**src/design/spi_pkg.sv**
```systemverilog
// ----------------------------------------------------------------------------
// spi_pkg: shared types, widths and helpers for the segment intersection unit
// Transaction structs for both channels, pipeline item types and the
// per-stage restoring-division step used by the divider pipeline.
// ----------------------------------------------------------------------------
package spi_pkg;

  // Coordinate width. The fraction position does not affect any step: all
  // values share one scale and rounding is to the least significant bit.
  localparam int unsigned CW = 16;
  localparam int unsigned DW = CW + 1;        // coordinate differences
  localparam int unsigned PW = 2 * DW;        // one cross-product term
  localparam int unsigned NW = PW + 1;        // den, tn, un
  localparam int unsigned QW = CW;            // quotient bits (|offset| < 2^CW)
  localparam int unsigned MW = CW + NW;       // |r| * tn dividend

  typedef struct packed {
    logic signed [CW-1:0] a_start_x;
    logic signed [CW-1:0] a_start_y;
    logic signed [CW-1:0] a_end_x;
    logic signed [CW-1:0] a_end_y;
    logic signed [CW-1:0] b_start_x;
    logic signed [CW-1:0] b_start_y;
    logic signed [CW-1:0] b_end_x;
    logic signed [CW-1:0] b_end_y;
  } in_item_t;

  typedef struct packed {
    logic                 hit;
    logic signed [CW-1:0] cross_x;
    logic signed [CW-1:0] cross_y;
  } out_item_t;

  // One coordinate lane of the divider pipeline.
  typedef struct packed {
    logic [MW-1:0] rem;
    logic [QW-1:0] quo;
    logic          neg;
    logic [CW-1:0] base;
  } div_lane_t;

  typedef struct packed {
    logic          hit;
    logic [NW-1:0] den;
    div_lane_t     lx;
    div_lane_t     ly;
  } div_item_t;

  // One restoring-division step: try to take den shifted by sh out of the
  // remainder and shift the resulting quotient bit in at the bottom.
  function automatic div_lane_t div_step(div_lane_t l, logic [NW-1:0] den,
                                         int unsigned sh);
    logic [MW-1:0] dsh;
    logic          ge;
    div_lane_t     o;
    dsh = MW'(den) << sh;
    ge  = (l.rem >= dsh);
    o   = l;
    if (ge) begin
      o.rem = l.rem - dsh;
    end
    o.quo = {l.quo[QW-2:0], ge};
    return o;
  endfunction

  // Apply the sign of the offset with floor rounding and add the start point.
  function automatic logic [CW-1:0] lane_fix(div_lane_t l, logic hit);
    logic          rem_nz;
    logic [CW:0]   q_ext;
    logic [CW:0]   off;
    logic [CW-1:0] sum;
    q_ext  = {1'b0, l.quo};
    rem_nz = |l.rem;
    if (!l.neg) begin
      off = q_ext;
    end else if (rem_nz) begin
      off = ~q_ext;
    end else begin
      off = -q_ext;
    end
    sum = l.base + off[CW-1:0];
    return hit ? sum : '0;
  endfunction

endpackage

```
**src/design/spi_obuf.sv**
```systemverilog
// ----------------------------------------------------------------------------
// spi_obuf: output register with skid stage
// Holds a result while the consumer stalls and freezes the pipeline from a
// registered flag, so no stall path runs back to the input.
// ----------------------------------------------------------------------------
module spi_obuf (
  input  logic               clk,
  input  logic               rst_n,
  input  logic               push_vld,
  input  spi_pkg::out_item_t push_data,
  output logic               en,
  output logic               out_valid,
  input  logic               out_stall,
  output spi_pkg::out_item_t out_item
);
  import spi_pkg::*;

  logic      out_valid_r, out_valid_nxt;
  logic      skid_valid_r, skid_valid_nxt;
  out_item_t out_data_r, out_data_nxt;
  out_item_t skid_data_r, skid_data_nxt;
  logic      pop;
  logic      push;

  assign en   = !skid_valid_r;
  assign pop  = out_valid_r && !out_stall;
  assign push = en && push_vld;

  always_comb begin
    out_valid_nxt  = out_valid_r;
    skid_valid_nxt = skid_valid_r;
    out_data_nxt   = out_data_r;
    skid_data_nxt  = skid_data_r;
    if (skid_valid_r) begin
      if (pop) begin
        out_data_nxt   = skid_data_r;
        skid_valid_nxt = 1'b0;
      end
    end else if (push) begin
      if (!out_valid_r || pop) begin
        out_data_nxt  = push_data;
        out_valid_nxt = 1'b1;
      end else begin
        skid_data_nxt  = push_data;
        skid_valid_nxt = 1'b1;
      end
    end else if (pop) begin
      out_valid_nxt = 1'b0;
    end
  end

  always_ff @(posedge clk) begin
    if (!rst_n) begin
      out_valid_r  <= 1'b0;
      skid_valid_r <= 1'b0;
    end else begin
      out_valid_r  <= out_valid_nxt;
      skid_valid_r <= skid_valid_nxt;
    end
  end

  always_ff @(posedge clk) begin
    out_data_r  <= out_data_nxt;
    skid_data_r <= skid_data_nxt;
  end

  assign out_valid = out_valid_r;
  assign out_item  = out_data_r;

endmodule

```
**config.mk**
```make
export PLATFORM = sky130hd
export DESIGN_NAME = spi_obuf
export DESIGN_NICKNAME = d
export VERILOG_FILES = /design/src/design/spi_pkg.sv /design/src/design/spi_obuf.sv
export SDC_FILE = /design/constraint.sdc
export NUM_CORES = 1
export LEC_CHECK = 0
export CORE_ASPECT_RATIO = 1.75
export CORE_UTILIZATION = 57
export CTS_CLUSTER_DIAMETER = 150
export DETAILED_ROUTE_END_ITERATION = 6
export DONT_BUFFER_PORTS = 1
export GPL_TIMING_DRIVEN = 1
export PLACE_DENSITY_LB_ADDON = 0.3
export SYNTH_ARGS = -nofsm -noshare
export SYNTH_HDL_FRONTEND = slang
export SYNTH_SLANG_ARGS = --single-unit
```
**constraint.sdc**
```tcl
create_clock -name clk -period 7.8 [get_ports clk]
set_input_delay 0.39 -clock clk [delete_from_list [all_inputs] [get_ports clk]]
set_output_delay 0.39 -clock clk [all_outputs]
set_load 0.02 [all_outputs]
```
==> metrics.md <==
| Metric | Value |
|---|---|
| Max-slew violations | `0` |
| Clock power frac | `between 40% and 50%` |
| Met2 usage | `26.6%` |
| Cts hold-fix bufs | `0` |
| Placed cell area | `about 2600 sq um` |
| Final TNS setup | `0 ns` |
| Max frequency | `0.403 GHz` |
| Core Footprint | `between 4000 and 5000 sq um` |
| Initial antenna violation count | `0` |
| Setup WS pre-CTS | `5.26 ns` |
| Sequential share of power | `55.2%` |
| Vias | `1027` |
| Die Wd | `around 53 um` |
| Syn Area/Cell | `21.8 sq um` |
| Post-synthesis instance area | `2550 sq um` |
| # nets final | `161` |
| Switching power share of the total | `20.5%` |
| Max VDD drop | `185 uV` |
| Crit path buf inv count | `0` |
| Port-buffer cells | `0` |
| Final HPWL DP | `roughly 2300 um` |
| Drt pass-1 iters | `4` |
| CP Data Required Time | `7.75 ns` |
| Pwr per Cell Area | `slightly below 300 nW/um^2` |
| Total wire length | `3650 um` |
| Critical path class | `reg -> reg` |
| Critical path data arrival time | `around 2.4 ns` |
| Final min period | `2.48 ns` |
| Clock Tree Buf Depth | `2` |
| Reg clk slew, reported paths | `0.07 ns` |
| Final period utilization | `31.8%` |
| Yosys warns | `0` |
| GRT met1 Usage | `20.0%` |
| Worst path cell trace | `nand2_1, a21boi_4` |
| Cells after synthesis | `117` |
| Final Hold Viols | `0` |
| Leakage power | `0.957 nW` |
| Chip height | `90.5 um` |
| Worst-Skew Late Latency | `between 0.3 and 0.4 ns` |
| Antenna-violating nets left | `0` |
| Global-route wire length before repair | `5740 um` |
| Clk Tree Root Cell | `clkbuf_8` |
| P&R area growth vs syn | `11.0%` |
| # resized after CTS | `0` |
| Worst path top cell family by delay | `flip-flops` |
| Total gr overflow | `0` |
| Vias in the first global route | `1117` |
| Logic pwr share | `3.8%` |
| CP endpoint kind | `flip-flop` |
| Startpoint types | `flip-flop` |
| Outcome | `complete, no violations` |
| RePlAce Congestion | `0.634` |
| Synth cell types | `15` |
| Number of vias per cell | `about 5.8` |
| Clk sinks | `68` |
| Psw | `0.169 mW` |
| Diode count | `0` |
| CTS H-tree lvls | `3` |
| DRC viols | `0` |
| GRT busiest layer | `met2` |
| Slowest stage cell, crit path | `dfxtp_2` |
| Initial Util | `60.3%` |
| CTS tree | `done` |
| Leading cell type in the layout, fill and taps excluded | `edfxtp_1` |
| Slew headroom | `roughly 28%` |
| Actual slew at the worst max-slew pin | `between 1 and 1.5 ns` |
| P_int | `0.658 mW` |
| Die area | `4760 sq um` |
| Post-CTS setup buffers | `0` |
| Max incr delay on CP | `0.99 ns` |
| Total GRT Usage | `17.8%` |
| Max FO, Critical Path | `38` |
| Maxcap violations | `0` |
| Clk_skew | `0.00856 ns` |
| Number of CTS-inserted buffers | `9` |
| Setup ws final | `5.32 ns` |
| Synth Register Bits | `between 60 and 70` |
| Row count | `31` |
| Layout fillers | `278` |
| RSZ-0062 raised after global routing | `no` |
| Hold Crit Class | `in -> reg` |
| Routed len/inst | `20.5 um` |
| Sequential-to-total area share from yosys stat | `79.3%` |
| Met3 usage | `8.08%` |
| Mapped Nets | `around 150` |
| Share of cells above drive strength 1 | `39.5%` |
| Final setup fails | `0` |
| DR iter-0 viols | `36` |
| Pin count of the biggest net entering global routing | `39` |
| Fin area | `between 2000 and 3000 sq um` |
| Most frequent cells in the layout | `edfxtp_1, mux2_2, mux2_4` |
| I/O Pins | `72` |
## synthesized netlist by cell type
library cell / n / area [sq um]
nor2_1: 1 / 3.75
buf_2: 1 / 5.00
buf_6: 3 / 33.8
nand2b_1: 1 / 6.26
a21oi_1: 2 / 10.0
o21ai_1: 1 / 5.00
inv_1: 2 / 7.51
dfxtp_1: 2 / 40.0
edfxtp_1: 66 / 1980
nor3_1: 1 / 5.00
mux2_4: 16 / 240
a21boi_1: 1 / 7.51
nor2b_1: 1 / 6.26
mux2_2: 17 / 191
nand2_1: 2 / 7.51
## state kept, by name, summed over array words and instances, names as in the netlist
register      flops
out_item         33
skid_valid_r      1
out_valid         1
skid_data_r      33
## power by group through the flow
stage,combinational (mW),sequential (mW),clock (mW)
after floorplan,0.0313,0.458,0
after global placement,0.0300,0.464,0
after detailed placement,0.0322,0.465,0
after CTS,0.0324,0.457,0.346
after global routing,0.0346,0.459,0.360
final,0.0317,0.456,0.339
## cells by family (layout without fill, tap and decap cells)
group                  count (synthesis)  after routing  share of synthesized area (%)
AOI/OAI and AO/OA                      4              4                          0.883
muxes                                 33             33                           16.9
buffers and inverters                  6             18                           1.81
and+or+nand+nor                        6              6                           1.13
DFF                                   68             68                           79.3
## worst register-to-register path, cell delays in order, from the launching register on
cell,delay [ns]
dfxtp_2,0.99
nand2_1,0.22
a21boi_4,0.88
## stage by stage
step | utilization, % | hold slack, ns | instances | total power [mW]
global placement | 61.3 | 0.489 | 162 | 0.494
finish | 67.0 | 0.146 | 178 | 0.827
CTS | 67.0 | 0.132 | 178 | 0.835
detailed placement | 61.3 | 0.489 | 162 | 0.497
global route | 67.0 | 0.127 | 178 | 0.854
floorplan | - | 0.489 | 117 | 0.489
## cell type report
type	instances	area [sq um]	share of cell area [%]
multi-input combinational	43	502	17.7
clock buffer	10	128	4.51
sequential	68	2020	71.4
inverter	2	7.51	0.265
clock inverter	6	111	3.93
tap	49	61.3	2.16
## routing by layer
layer | vias up | routed length (um)
li1 | 472 | -
met1 | 494 | 1370
met2 | 52 | 1890
met3 | 9 | 300
met4 | 0 | 84
met5 | - | 0
## worst paths after layout
path	end	cells past startpoint	from	slack, ns
max	out_item[2]	2	skid_valid_r	5.32
min	skid_data_r[7]	0	push_data[7]	0.15
max reg2reg	out_item[2]	2	skid_valid_r	5.32
min reg2reg	out_item[10]	1	skid_data_r[10]	0.55
(Power assumes the default switching activity.)
